[src/hdl/pssc_pkg.sv]
package pssc_pkg;

    // fixed point: 2^-22 degree, a 1/64 degree heading sits 16 bits up
    localparam int FRAC_BITS  = 22;
    localparam int HEAD_SHIFT = 16;

    // datapath widths
    localparam int EST_W  = 40;
    localparam int GAP_W  = EST_W + 1;
    localparam int DIFF_W = 43;
    localparam int GOAL_W = 25;
    localparam int PTR_W  = 9;
    localparam int STEER_W = 8;

    // angle limits in 2^-22 degree
    localparam logic signed [DIFF_W-1:0] HALF_TURN     = DIFF_W'(180 * (2 ** FRAC_BITS));
    localparam logic signed [DIFF_W-1:0] HALF_TURN_NEG = -HALF_TURN;
    localparam logic signed [DIFF_W-1:0] FULL_TURN     = DIFF_W'(360 * (2 ** FRAC_BITS));
    localparam logic signed [DIFF_W-1:0] STEER_LIM     = DIFF_W'(80 * (2 ** FRAC_BITS));
    localparam logic signed [DIFF_W-1:0] STEER_LIM_NEG = -STEER_LIM;

    // goal distances below which the heading error is boosted
    localparam logic [GOAL_W-1:0] GOAL_TRIPLE_BELOW = 25'd5;
    localparam logic [GOAL_W-1:0] GOAL_DOUBLE_BELOW = 25'd10;

    // configuration
    localparam logic [15:0] TURN_RATE_RESET = 16'd1024;
    localparam logic        REG_TURN_RATE   = 1'b0;

    // request kinds
    typedef enum logic
    {
        OP_LOAD = 1'b0,
        OP_TICK = 1'b1
    } item_op_t;

    // controller states
    typedef enum logic [3:0]
    {
        ST_IDLE,
        ST_DISPATCH,
        ST_CHECK,
        ST_READ,
        ST_ENTER,
        ST_WRAP,
        ST_SCALE,
        ST_CLAMP,
        ST_TRUNC,
        ST_MUL2,
        ST_INTEG,
        ST_GAP_DIFF,
        ST_GAP_CMP,
        ST_DONE
    } ctrl_state_t;

    // datapath operations
    typedef enum logic [4:0]
    {
        DP_NOP,
        DP_CAPTURE,
        DP_LOAD,
        DP_START,
        DP_CLR_PEND,
        DP_READ,
        DP_ENTER,
        DP_WRAP,
        DP_SCALE,
        DP_CLAMP,
        DP_TRUNC,
        DP_HALT_MOVE,
        DP_ADVANCE,
        DP_END_PATH,
        DP_MUL1,
        DP_MUL2,
        DP_INTEG,
        DP_GAP_DIFF,
        DP_GAP_CMP
    } dp_op_t;

    typedef struct packed
    {
        dp_op_t op;
        logic   out_load;
    } dp_cmd_t;

    typedef struct packed
    {
        logic is_tick;
        logic pending;
        logic total_zero;
        logic manual;
        logic moving;
        logic running;
        logic reached;
        logic at_last;
        logic steer_zero;
        logic first;
    } dp_status_t;

endpackage

[src/hdl/pssc_regs.sv]
module pssc_regs
(
    input  logic        clk,
    input  logic        rst_n,
    input  logic        psel,
    input  logic        penable,
    input  logic        pwrite,
    input  logic [2:0]  paddr,
    input  logic [31:0] pwdata,
    output logic [31:0] prdata,
    output logic        pready,
    output logic [15:0] turn_rate
);

    logic        wr_en;
    logic        sel_turn_rate;
    logic [15:0] turn_rate_reg;

    // word decode, byte offset ignored
    assign sel_turn_rate = (paddr[2] == pssc_pkg::REG_TURN_RATE);
    assign wr_en         = psel && penable && pwrite;

    always_ff @(posedge clk or negedge rst_n)
    begin
        if (!rst_n)
        begin
            turn_rate_reg <= pssc_pkg::TURN_RATE_RESET;
        end
        else if (wr_en && sel_turn_rate)
        begin
            turn_rate_reg <= pwdata[15:0];
        end
    end

    // read back
    assign prdata    = sel_turn_rate ? {16'b0, turn_rate_reg} : 32'b0;
    assign pready    = 1'b1;
    assign turn_rate = turn_rate_reg;

endmodule

[config.mk]
export PLATFORM = sky130hd
export DESIGN_NAME = pssc_regs
export DESIGN_NICKNAME = d
export VERILOG_FILES = /design/src/hdl/pssc_pkg.sv /design/src/hdl/pssc_regs.sv
export SDC_FILE = /design/constraint.sdc
export NUM_CORES = 1
export LEC_CHECK = 0
export ABC_AREA = 1
export BUFFER_PORTS_ARGS = -buffer_cell sky130_fd_sc_hd__buf_2
export CELL_PAD_IN_SITES_DETAIL_PLACEMENT = 0
export CELL_PAD_IN_SITES_GLOBAL_PLACEMENT = 1
export CORE_ASPECT_RATIO = 0.8
export CORE_UTILIZATION = 21
export CTS_BUF_LIST = sky130_fd_sc_hd__clkbuf_4
export DETAILED_ROUTE_END_ITERATION = 8
export GPL_TIMING_DRIVEN = 0
export MAX_ROUTING_LAYER = met4
export PLACE_DENSITY_LB_ADDON = 0.1
export SLEW_MARGIN = 20
export SYNTH_ARGS = -nofsm -noshare
export SYNTH_HDL_FRONTEND = slang
export SYNTH_SLANG_ARGS = --single-unit
[constraint.sdc]
create_clock -name clk -period 0.8 [get_ports clk]
set_input_delay 0.16 -clock clk [delete_from_list [all_inputs] [get_ports clk]]
set_output_delay 0.16 -clock clk [all_outputs]
set_load 0.005 [all_outputs]
==> impl_metrics.json <==
{
  "outcome": "finished with violations",
  "violations": "negative setup slack",
  "fin_crit_ps": 1230,
  "synth_edf_count": 0,
  "tritoncts": "done",
  "clock.fmax_ghz": 0.815,
  "powerDensity_nw_per_um2": 1670,
  "routedWlPerCell_um": 9.51,
  "p_leak_nw": 0.924,
  "slowest_delay_ps": 560,
  "cts_buffer_depth": 2,
  "clkSinkCount": 16,
  "fillers": 473,
  "area_growth_pct": 53.1,
  "seq_area_frac_synth": 0.427,
  "ant_nets": 0,
  "finalMaxSlewViolations": 0,
  "period_share": 1.53,
  "yosysTopAreaCell": "dfrtp_1",
  "grt.overflow.total": 0,
  "die_area_um2": 4750,
  "drv_cap": 0,
  "timing.hold.ws_ps": 77.7,
  "crit_chain": "inv_2 > nor2_1 > buf_2",
  "cts-buffers-inserted": 3,
  "die_w_um": 76.8,
  "root_buffer": "clkbuf_4",
  "setup_slack_ps": -427,
  "grt_pass1_vias": 835,
  "hp-class": "in2reg",
  "num_rows": 21,
  "nNetsFinal": 245,
  "avgViaCountPerCell": 3.65,
  "cp_data_required_time_ps": 640,
  "avgSynthCellArea_um2": 7.52,
  "dpl_cell_area_um2": 1340,
  "start_kind": "register",
  "grt_max_degree": 17,
  "rsz0062_at_grt": "yes",
  "yosys_warnings": 0,
  "io_buffer_count": 52,
  "antenna_found_initial": 0,
  "gp_congestion": 0.708,
  "ys_ff_latch": 16,
  "fin_skew_ps": 0,
  "synth_flop_cell": "dfrtp_1",
  "io-pin-count": 89,
  "grt_pass1_wl_um": 3910,
  "ir_worst_vdd_v": 0.000561,
  "die_y_um": 61.8,
  "hpwl_um": 1880,
  "clock_latency_ps": 280,
  "drcViolationCount": 0,
  "first_iter_violations": 20,
  "postLayoutCoreUtil": 0.340,
  "dr.pass1.iters": 3,
  "design.core.area_um2": 4230,
  "tns_ps": -7390,
  "yosysUniqueCellTypes": 13,
  "dr_total_vias": 952,
  "synthCells": 125,
  "end_kind": "primary output",
  "yosysMostFrequentCell": "nand2_1",
  "critPathKind": "reg2out",
  "final_area_um2": 1440,
  "grt_use_total": 0.112,
  "start_util": 0.222,
  "ys_top_cells_by_area": "dfrtp_1 40%, buf_4 14%, nand2_1 13%",
  "clk_pin_slew_ps": 90,
  "critPathBufInv": 2,
  "largest_register_ffs": 16,
  "netlist_top_cells_count": "33 x nand2_1, 18 x buf_4, 17 x inv_1",
  "slowest_stage": "dfstp_2",
  "report.final.setup_viol": 33,
  "syn-cell-area_um2": 940,
  "crit_family": "flip-flops",
  "yosysTopAreaCellShare": 0.399,
  "routed_wirelength_um": 2480,
  "drive_above_1_share": 0.441,
  "async_flop_share": 1.00,
  "htree_levels": 1,
  "antenna_cells": 0,
  "worst_ep_arrival_time_ps": 1070,
  "timing_hold_violations_final": 0,
  "path_max_fanout": 3
}
-- power breakdown --
| part | internal [mW] | total (mW) | leakage, nW | switching, mW |
|---|---|---|---|---|
| sequential | 0.968 | 1.08 | 0.199 | 0.117 |
| combinational | 0.460 | 0.834 | 0.707 | 0.374 |
| clock | 0.227 | 0.481 | 0.0184 | 0.253 |
| total | 1.66 | 2.40 | 0.924 | 0.744 |
-- final cells by class --
type                            count  area, µm²  area share
Multi-Input combinational cell     84        359       0.250
Sequential cell                    16        402       0.279
Inverter                           18       67.6      0.0470
Clock buffer                        4       30.0      0.0209
Tap cell                           57       71.3      0.0496
Timing Repair Buffer               60        333       0.231
Buffer                             22        176       0.123
-- path summary, 6_finish.rpt --
kind	to	cells past startpoint	slack, ps	startpoint
setup / recovery	prdata[10]	3	-430	turn_rate[10]$_DFFE_PN1P_
hold / removal	turn_rate[10]$_DFFE_PN1P_	3	80	pwdata[10]
setup reg to reg	turn_rate[9]$_DFFE_PN0P_	4	-20	turn_rate[9]$_DFFE_PN0P_
hold reg to reg	turn_rate[10]$_DFFE_PN1P_	2	490	turn_rate[10]$_DFFE_PN1P_
max in group asynchronous	turn_rate[10]$_DFFE_PN1P_	2	160	rst_n
min in group asynchronous	turn_rate[3]$_DFFE_PN0P_	2	330	rst_n
-- placed cells by master, fill, tap and decap left out, types with 2 or more instances in the layout --
master / count
buf_2: 53
nand2_1: 33
buf_4: 24
conb_1: 17
inv_1: 16
nor2_1: 16
nand3_1: 16
dfrtp_1: 15
clkbuf_4: 4
buf_6: 3
inv_2: 2
-- layer usage --
metal / vias to the layer above / GRT usage / wire, µm
li1: 490 / - / -
met1: 416 / 0.127 / 1180
met2: 44 / 0.184 / 1060
met3: 2 / 0.0511 / 234
met4: 0 / 0.0247 / 9
met5: - / - / 0
-- through the flow --
| stage | cells | power (mW) | setup WS, ps |
|---|---|---|---|
| after floorplan | 140 | 1.46 | -17.4 |
| after global placement | 249 | 1.81 | -171 |
| after detailed placement | 249 | 1.82 | -197 |
| after CTS | 255 | 2.35 | -441 |
| after global routing | 261 | 2.62 | -490 |
| final | 261 | 2.40 | -427 |
-- worst reg2reg max path, delay by kind of cell, from the launching register on --
family,cells,cell delay (ps)
flip-flops,1,400
buffers and inverters,2,240
AND/OR/NAND/NOR,2,90
-- cells by family after synthesis --
group | share of synthesized area
buffers and inverters | 0.250
AND/OR/NAND/NOR | 0.314
flip-flops | 0.427
other | 0.00799
-- timing repair --
item,4_1_cts,5_1_grt
setup buffers,1,6
pin swaps,1,4
hold endpoints to repair,15,0
endpoints found under the setup margin,32,32
hold buffers,1,0
resized for setup,1,2
Power figures use the tool's default switching activity.
