$ cat config.mk
export PLATFORM = sky130hd
export DESIGN_NAME = pssc_ctrl
export DESIGN_NICKNAME = d
export VERILOG_FILES = /design/src/hdl/pssc_pkg.sv /design/src/hdl/pssc_ctrl.sv
export SDC_FILE = /design/constraint.sdc
export NUM_CORES = 1
export LEC_CHECK = 0
export BUFFER_PORTS_ARGS = -buffer_cell sky130_fd_sc_hd__buf_2
export CAP_MARGIN = 20
export CORE_MARGIN = 3
export CORE_UTILIZATION = 30
export CTS_CLUSTER_DIAMETER = 150
export DETAILED_ROUTE_END_ITERATION = 6
export SYNTH_ARGS = -nofsm -noshare
export SYNTH_HDL_FRONTEND = slang
export SYNTH_SLANG_ARGS = --single-unit
$ cat constraint.sdc
create_clock -name clk -period 1.6 [get_ports clk]
set_input_delay 0.08 -clock clk [delete_from_list [all_inputs] [get_ports clk]]
set_output_delay 0.08 -clock clk [all_outputs]
set_load 0.005 [all_outputs]
$ cat src/hdl/pssc_pkg.sv
package pssc_pkg;

    // fixed point: 2^-22 degree, a 1/64 degree heading sits 16 bits up
    localparam int FRAC_BITS  = 22;
    localparam int HEAD_SHIFT = 16;

    // datapath widths
    localparam int EST_W  = 40;
    localparam int GAP_W  = EST_W + 1;
    localparam int DIFF_W = 43;
    localparam int GOAL_W = 25;
    localparam int PTR_W  = 9;
    localparam int STEER_W = 8;

    // angle limits in 2^-22 degree
    localparam logic signed [DIFF_W-1:0] HALF_TURN     = DIFF_W'(180 * (2 ** FRAC_BITS));
    localparam logic signed [DIFF_W-1:0] HALF_TURN_NEG = -HALF_TURN;
    localparam logic signed [DIFF_W-1:0] FULL_TURN     = DIFF_W'(360 * (2 ** FRAC_BITS));
    localparam logic signed [DIFF_W-1:0] STEER_LIM     = DIFF_W'(80 * (2 ** FRAC_BITS));
    localparam logic signed [DIFF_W-1:0] STEER_LIM_NEG = -STEER_LIM;

    // goal distances below which the heading error is boosted
    localparam logic [GOAL_W-1:0] GOAL_TRIPLE_BELOW = 25'd5;
    localparam logic [GOAL_W-1:0] GOAL_DOUBLE_BELOW = 25'd10;

    // configuration
    localparam logic [15:0] TURN_RATE_RESET = 16'd1024;
    localparam logic        REG_TURN_RATE   = 1'b0;

    // request kinds
    typedef enum logic
    {
        OP_LOAD = 1'b0,
        OP_TICK = 1'b1
    } item_op_t;

    // controller states
    typedef enum logic [3:0]
    {
        ST_IDLE,
        ST_DISPATCH,
        ST_CHECK,
        ST_READ,
        ST_ENTER,
        ST_WRAP,
        ST_SCALE,
        ST_CLAMP,
        ST_TRUNC,
        ST_MUL2,
        ST_INTEG,
        ST_GAP_DIFF,
        ST_GAP_CMP,
        ST_DONE
    } ctrl_state_t;

    // datapath operations
    typedef enum logic [4:0]
    {
        DP_NOP,
        DP_CAPTURE,
        DP_LOAD,
        DP_START,
        DP_CLR_PEND,
        DP_READ,
        DP_ENTER,
        DP_WRAP,
        DP_SCALE,
        DP_CLAMP,
        DP_TRUNC,
        DP_HALT_MOVE,
        DP_ADVANCE,
        DP_END_PATH,
        DP_MUL1,
        DP_MUL2,
        DP_INTEG,
        DP_GAP_DIFF,
        DP_GAP_CMP
    } dp_op_t;

    typedef struct packed
    {
        dp_op_t op;
        logic   out_load;
    } dp_cmd_t;

    typedef struct packed
    {
        logic is_tick;
        logic pending;
        logic total_zero;
        logic manual;
        logic moving;
        logic running;
        logic reached;
        logic at_last;
        logic steer_zero;
        logic first;
    } dp_status_t;

endpackage

$ cat src/hdl/pssc_ctrl.sv
module pssc_ctrl
(
    input  logic                 clk,
    input  logic                 rst_n,
    input  logic                 req_valid,
    output logic                 req_ready,
    output logic                 rsp_valid,
    input  logic                 rsp_ready,
    input  pssc_pkg::dp_status_t status,
    output pssc_pkg::dp_cmd_t    cmd
);

    pssc_pkg::ctrl_state_t state_reg;
    pssc_pkg::ctrl_state_t state_next;
    logic                  rsp_valid_reg;
    logic                  rsp_valid_next;
    logic                  out_free;

    assign out_free = !rsp_valid_reg || rsp_ready;

    always_ff @(posedge clk or negedge rst_n)
    begin
        if (!rst_n)
        begin
            state_reg     <= pssc_pkg::ST_IDLE;
            rsp_valid_reg <= 1'b0;
        end
        else
        begin
            state_reg     <= state_next;
            rsp_valid_reg <= rsp_valid_next;
        end
    end

    // next state
    always_comb
    begin
        state_next = state_reg;
        unique case (state_reg)
            pssc_pkg::ST_IDLE:
            begin
                if (req_valid)
                begin
                    state_next = pssc_pkg::ST_DISPATCH;
                end
            end
            pssc_pkg::ST_DISPATCH:
            begin
                priority if (!status.is_tick)
                begin
                    state_next = pssc_pkg::ST_DONE;
                end
                else if (status.pending && !status.total_zero)
                begin
                    state_next = pssc_pkg::ST_READ;
                end
                else
                begin
                    state_next = pssc_pkg::ST_CHECK;
                end
            end
            pssc_pkg::ST_CHECK:
            begin
                priority if (status.manual || !status.moving || !status.running)
                begin
                    state_next = pssc_pkg::ST_DONE;
                end
                else if (status.reached)
                begin
                    state_next = status.at_last ? pssc_pkg::ST_DONE : pssc_pkg::ST_READ;
                end
                else if (!status.steer_zero)
                begin
                    state_next = pssc_pkg::ST_MUL2;
                end
                else
                begin
                    state_next = pssc_pkg::ST_DONE;
                end
            end
            pssc_pkg::ST_READ:     state_next = pssc_pkg::ST_ENTER;
            pssc_pkg::ST_ENTER:
            begin
                // step 0 comes from a path start and goes on to the motion check
                state_next = status.first ? pssc_pkg::ST_CHECK : pssc_pkg::ST_WRAP;
            end
            pssc_pkg::ST_WRAP:     state_next = pssc_pkg::ST_SCALE;
            pssc_pkg::ST_SCALE:    state_next = pssc_pkg::ST_CLAMP;
            pssc_pkg::ST_CLAMP:    state_next = pssc_pkg::ST_TRUNC;
            pssc_pkg::ST_TRUNC:    state_next = pssc_pkg::ST_DONE;
            pssc_pkg::ST_MUL2:     state_next = pssc_pkg::ST_INTEG;
            pssc_pkg::ST_INTEG:    state_next = pssc_pkg::ST_GAP_DIFF;
            pssc_pkg::ST_GAP_DIFF: state_next = pssc_pkg::ST_GAP_CMP;
            pssc_pkg::ST_GAP_CMP:  state_next = pssc_pkg::ST_DONE;
            pssc_pkg::ST_DONE:
            begin
                if (out_free)
                begin
                    state_next = pssc_pkg::ST_IDLE;
                end
            end
            default:               state_next = pssc_pkg::ST_IDLE;
        endcase
    end

    // datapath commands and handshake outputs
    always_comb
    begin
        cmd.op       = pssc_pkg::DP_NOP;
        cmd.out_load = 1'b0;
        unique case (state_reg)
            pssc_pkg::ST_IDLE:
            begin
                if (req_valid)
                begin
                    cmd.op = pssc_pkg::DP_CAPTURE;
                end
            end
            pssc_pkg::ST_DISPATCH:
            begin
                priority if (!status.is_tick)
                begin
                    cmd.op = pssc_pkg::DP_LOAD;
                end
                else if (status.pending && !status.total_zero)
                begin
                    cmd.op = pssc_pkg::DP_START;
                end
                else if (status.pending)
                begin
                    cmd.op = pssc_pkg::DP_CLR_PEND;
                end
                else
                begin
                    cmd.op = pssc_pkg::DP_NOP;
                end
            end
            pssc_pkg::ST_CHECK:
            begin
                priority if (status.manual)
                begin
                    cmd.op = pssc_pkg::DP_NOP;
                end
                else if (!status.moving || !status.running)
                begin
                    cmd.op = pssc_pkg::DP_HALT_MOVE;
                end
                else if (status.reached)
                begin
                    cmd.op = status.at_last ? pssc_pkg::DP_END_PATH : pssc_pkg::DP_ADVANCE;
                end
                else if (!status.steer_zero)
                begin
                    cmd.op = pssc_pkg::DP_MUL1;
                end
                else
                begin
                    cmd.op = pssc_pkg::DP_NOP;
                end
            end
            pssc_pkg::ST_READ:     cmd.op = pssc_pkg::DP_READ;
            pssc_pkg::ST_ENTER:    cmd.op = pssc_pkg::DP_ENTER;
            pssc_pkg::ST_WRAP:     cmd.op = pssc_pkg::DP_WRAP;
            pssc_pkg::ST_SCALE:    cmd.op = pssc_pkg::DP_SCALE;
            pssc_pkg::ST_CLAMP:    cmd.op = pssc_pkg::DP_CLAMP;
            pssc_pkg::ST_TRUNC:    cmd.op = pssc_pkg::DP_TRUNC;
            pssc_pkg::ST_MUL2:     cmd.op = pssc_pkg::DP_MUL2;
            pssc_pkg::ST_INTEG:    cmd.op = pssc_pkg::DP_INTEG;
            pssc_pkg::ST_GAP_DIFF: cmd.op = pssc_pkg::DP_GAP_DIFF;
            pssc_pkg::ST_GAP_CMP:  cmd.op = pssc_pkg::DP_GAP_CMP;
            pssc_pkg::ST_DONE:     cmd.out_load = out_free;
            default:               cmd.op = pssc_pkg::DP_NOP;
        endcase

        // output register holds a result until taken
        if (cmd.out_load)
        begin
            rsp_valid_next = 1'b1;
        end
        else if (rsp_ready)
        begin
            rsp_valid_next = 1'b0;
        end
        else
        begin
            rsp_valid_next = rsp_valid_reg;
        end
    end

    assign req_ready = (state_reg == pssc_pkg::ST_IDLE);
    assign rsp_valid = rsp_valid_reg;

endmodule

==> qor.json <==
{
  "routabilityCongestion": 0.797,
  "grt_antenna_before_repair": 0,
  "syn-num-nets": 93,
  "number_of_flip_flops_and_latches_in_the_synthesized_netlist": 5,
  "grt_max_degree": 17,
  "power.static_leakage_nw": 0.392,
  "gr-total-overflow": 0,
  "portBuffers": 21,
  "detailroute.wirelength.met3_um": 92,
  "largest_register_ffs": 4,
  "num_vias": 694,
  "dpl.hpwl_um": 1310,
  "regToRegEndpoint": "state_reg[3]$_DFFE_PN0P_",
  "synth_edf_count": 0,
  "holdWs_ns": 0.149,
  "syn_avg_cell_area_um2": 7.63,
  "r2r_setup_slack_ns": 0.13,
  "seq_area_frac_synth": 0.207,
  "drv_slew": 0,
  "numCtsBuffers": 3,
  "synth_top_cells_by_count": "6 x sky130_fd_sc_hd__nand2_1, 6 x sky130_fd_sc_hd__o21ai_0, 5 x sky130_fd_sc_hd__buf_2, 5 x sky130_fd_sc_hd__dfrtp_1, 5 x sky130_fd_sc_hd__nor2_1",
  "synthToLayoutAreaGrowth_pct": 40.7,
  "period_minus_slack_ns": 1.71,
  "syn_area_um2": 603,
  "worstHoldPathCells": 3,
  "unrepaired_setup_endpoints_after_global_routing": "yes",
  "dominantRegCellSynth": "sky130_fd_sc_hd__dfrtp_1",
  "initial_utilization": 0.335,
  "reg2reg_depth": 5,
  "clockRootBuffer": "sky130_fd_sc_hd__clkbuf_4",
  "met2WireLength_um": 840,
  "path_depth": 5,
  "final.setup_skew_ns": 0.00530,
  "netlist_instances": 79,
  "chipWidth_um": 50.8,
  "synth-warning-count": 0,
  "p_per_area_nw_per_um2": 1930,
  "drt_pass1_iterations": 4,
  "fin_total_pwr_w": 0.00164,
  "timing.critical_path.cells": "or4b_4 > nor2_4 > o21ai_2 > o211ai_2 > buf_2",
  "avgRoutedWirePerCell_um": 12.4,
  "run_status": "finished with violations",
  "post-route-worst-setup-slack_ns": -0.114,
  "post_route_cells_drive_above_1_share": 0.430,
  "worstPathRequired_ns": 1.52,
  "clkTransAtPathRegs_ns": 0.05,
  "drc": 0,
  "cts.sink_count": 5,
  "clockBufferDepth": 2,
  "timing_worst_slew_pin_value_ns": 0.318,
  "fp.coreArea_um2": 1800,
  "yosys-top-cells-area": "sky130_fd_sc_hd__dfrtp_1 21%, sky130_fd_sc_hd__o21ai_0 5.0%, sky130_fd_sc_hd__buf_2 4.1%, sky130_fd_sc_hd__nor2b_1 4.1%, sky130_fd_sc_hd__nand2_1 3.7%",
  "grt_first_pass_wirelength_um": 2730,
  "row_count": 15,
  "via_count_of_the_first_global_routing_pass": 649,
  "most_area_hungry_cell_type_in_the_yosys_netlist": "sky130_fd_sc_hd__dfrtp_1",
  "placement.setup.worst_slack_ns": 0.0976,
  "peakVddDrop_v": 0.000759,
  "slowest_delay_ns": 0.57,
  "starting_drc_count_in_detailed_routing": 7,
  "finalInstanceArea_um2": 848,
  "drt_wl_total_um": 1640,
  "timing.critical_path.arrival_ns": 1.63,
  "setup_violations": 4,
  "floorplan.die.height_um": 50.8,
  "design.portCount": 22,
  "ys_types": 39,
  "final_min_period_over_clock_period": 1.07,
  "die_area_um2": 2580,
  "wl_met1_um": 706,
  "type_of_element_capturing_the_critical_path": "output pin",
  "worst_path_dominant_cell_family": "simple AND/OR/NAND/NOR gates",
  "slowest_stage": "sky130_fd_sc_hd__or4b_4",
  "critical_path_class": "reg -> out",
  "antenna_cells_inserted": 0,
  "synth-async-reset-ratio": 1.00,
  "min-delay-path-class": "in -> reg",
  "cts-htree-levels": 1,
  "setup.worst_path.end": "cmd[2]",
  "tritoncts": "done",
  "layout.nets": 122,
  "setup.worst_path.start": "state_reg[2]$_DFFE_PN0P_",
  "cap_violations": 0,
  "top_signal_layer_used": "met3",
  "hold_viol": 0,
  "remaining_antenna_violation_count_after_routing": 0,
  "final_total_negative_setup_slack_ns": -0.422,
  "place_area_um2": 737,
  "crit_path_max_fanout": 5,
  "synth_largest_type_area_fraction": 0.207,
  "worstSetupStartpointType": "register",
  "global_route.usage.total": 0.135,
  "routed_via_density": 5.26,
  "timing.fmax_mhz": 584,
  "violations": "setup timing",
  "worst_slew_margin_rel": 0.787,
  "crit-reg2reg-launch": "state_reg[0]$_DFFE_PN0P_",
  "critPathBufInv": 1,
  "worst_skew_pair_latency_ns": 0.24
}
==> placed cells by master (no fill, tap or decap), drive strengths merged, types with 2 or more instances in the layout <==
| cell type | netlist | layout |
|---|---|---|
| nor2b | 4 | 4 |
| mux2i | 2 | 2 |
| nor2 | 6 | 6 |
| a221oi | 2 | 2 |
| nor3 | 4 | 4 |
| a22oi | 2 | 2 |
| inv | 3 | 3 |
| a21o | 2 | 2 |
| o211ai | 3 | 3 |
| buf | 7 | 31 |
| nand2b | 3 | 3 |
| or4b | 2 | 2 |
| clkbuf | 1 | 3 |
| dfrtp | 5 | 5 |
| o21ai | 8 | 8 |
| a21oi | 3 | 3 |
| nand2 | 6 | 6 |
==> timing repair <==
action	CTS	global route
endpoints found under the setup margin	4	8
hold endpoints to repair	5	0
gates cloned	0	0
buffers inserted	4	0
hold buffers	1	0
pin swaps	5	2
gates resized for setup	4	7
==> cells by family after synthesis <==
family | Yosys count | share of synthesized area
and+or+nand+nor | 33 | 0.326
muxes | 2 | 0.0332
buffers and inverters | 11 | 0.0975
DFF | 5 | 0.207
xor gates and xnor gates | 1 | 0.0145
AOI/OAI and AO/OA | 27 | 0.322
==> worst reg2reg max path, stage by stage, from the launching register on <==
cell and delay [ns]:
sky130_fd_sc_hd__dfrtp_1 0.40, sky130_fd_sc_hd__buf_4 0.15, sky130_fd_sc_hd__nor2b_1 0.17, sky130_fd_sc_hd__a21o_1 0.20, sky130_fd_sc_hd__a221oi_2 0.26, sky130_fd_sc_hd__o211ai_1 0.14
==> through the flow <==
step           instances  utilization
2_1_floorplan         79            -
3_5_place_dp         123        0.409
6_report             132        0.471
4_1_cts              132        0.457
5_1_grt              132        0.471
3_3_place_gp         123        0.409
==> cell type report <==
class                           instances  area (µm²)
Timing Repair Buffer                   32         194
Clock buffer                            3        22.5
Clock inverter                          1        5.00
Tap cell                               25        31.3
Fill cell                             193         953
Multi-Input combinational cell         63         458
Inverter                                3        11.3
Sequential cell                         5         126
==> worst min path at each step <==
stage,from,end
global placement,rst_n,rsp_valid$_DFFE_PN0P_
floorplan,rst_n,rsp_valid$_DFFE_PN0P_
finish,rsp_ready,rsp_valid$_DFFE_PN0P_
CTS,rsp_ready,rsp_valid$_DFFE_PN0P_
global route,rsp_ready,rsp_valid$_DFFE_PN0P_
detailed placement,rst_n,rsp_valid$_DFFE_PN0P_
==> power breakdown <==
part	leakage [nW]	internal (W)	switching, W	total [W]
registers	0.0613	0.000194	0.0000723	0.000266
clock network	0.0177	0.0000906	0.0000550	0.000146
logic	0.313	0.000607	0.000621	0.00123
total	0.392	0.000891	0.000748	0.00164
==> metal layers <==
metal,up-vias,track usage
li1,351,-
met1,321,0.152
met2,22,0.259
met3,0,0.0379
met4,0,0.0135
met5,-,0
(Power assumes the default switching activity.)
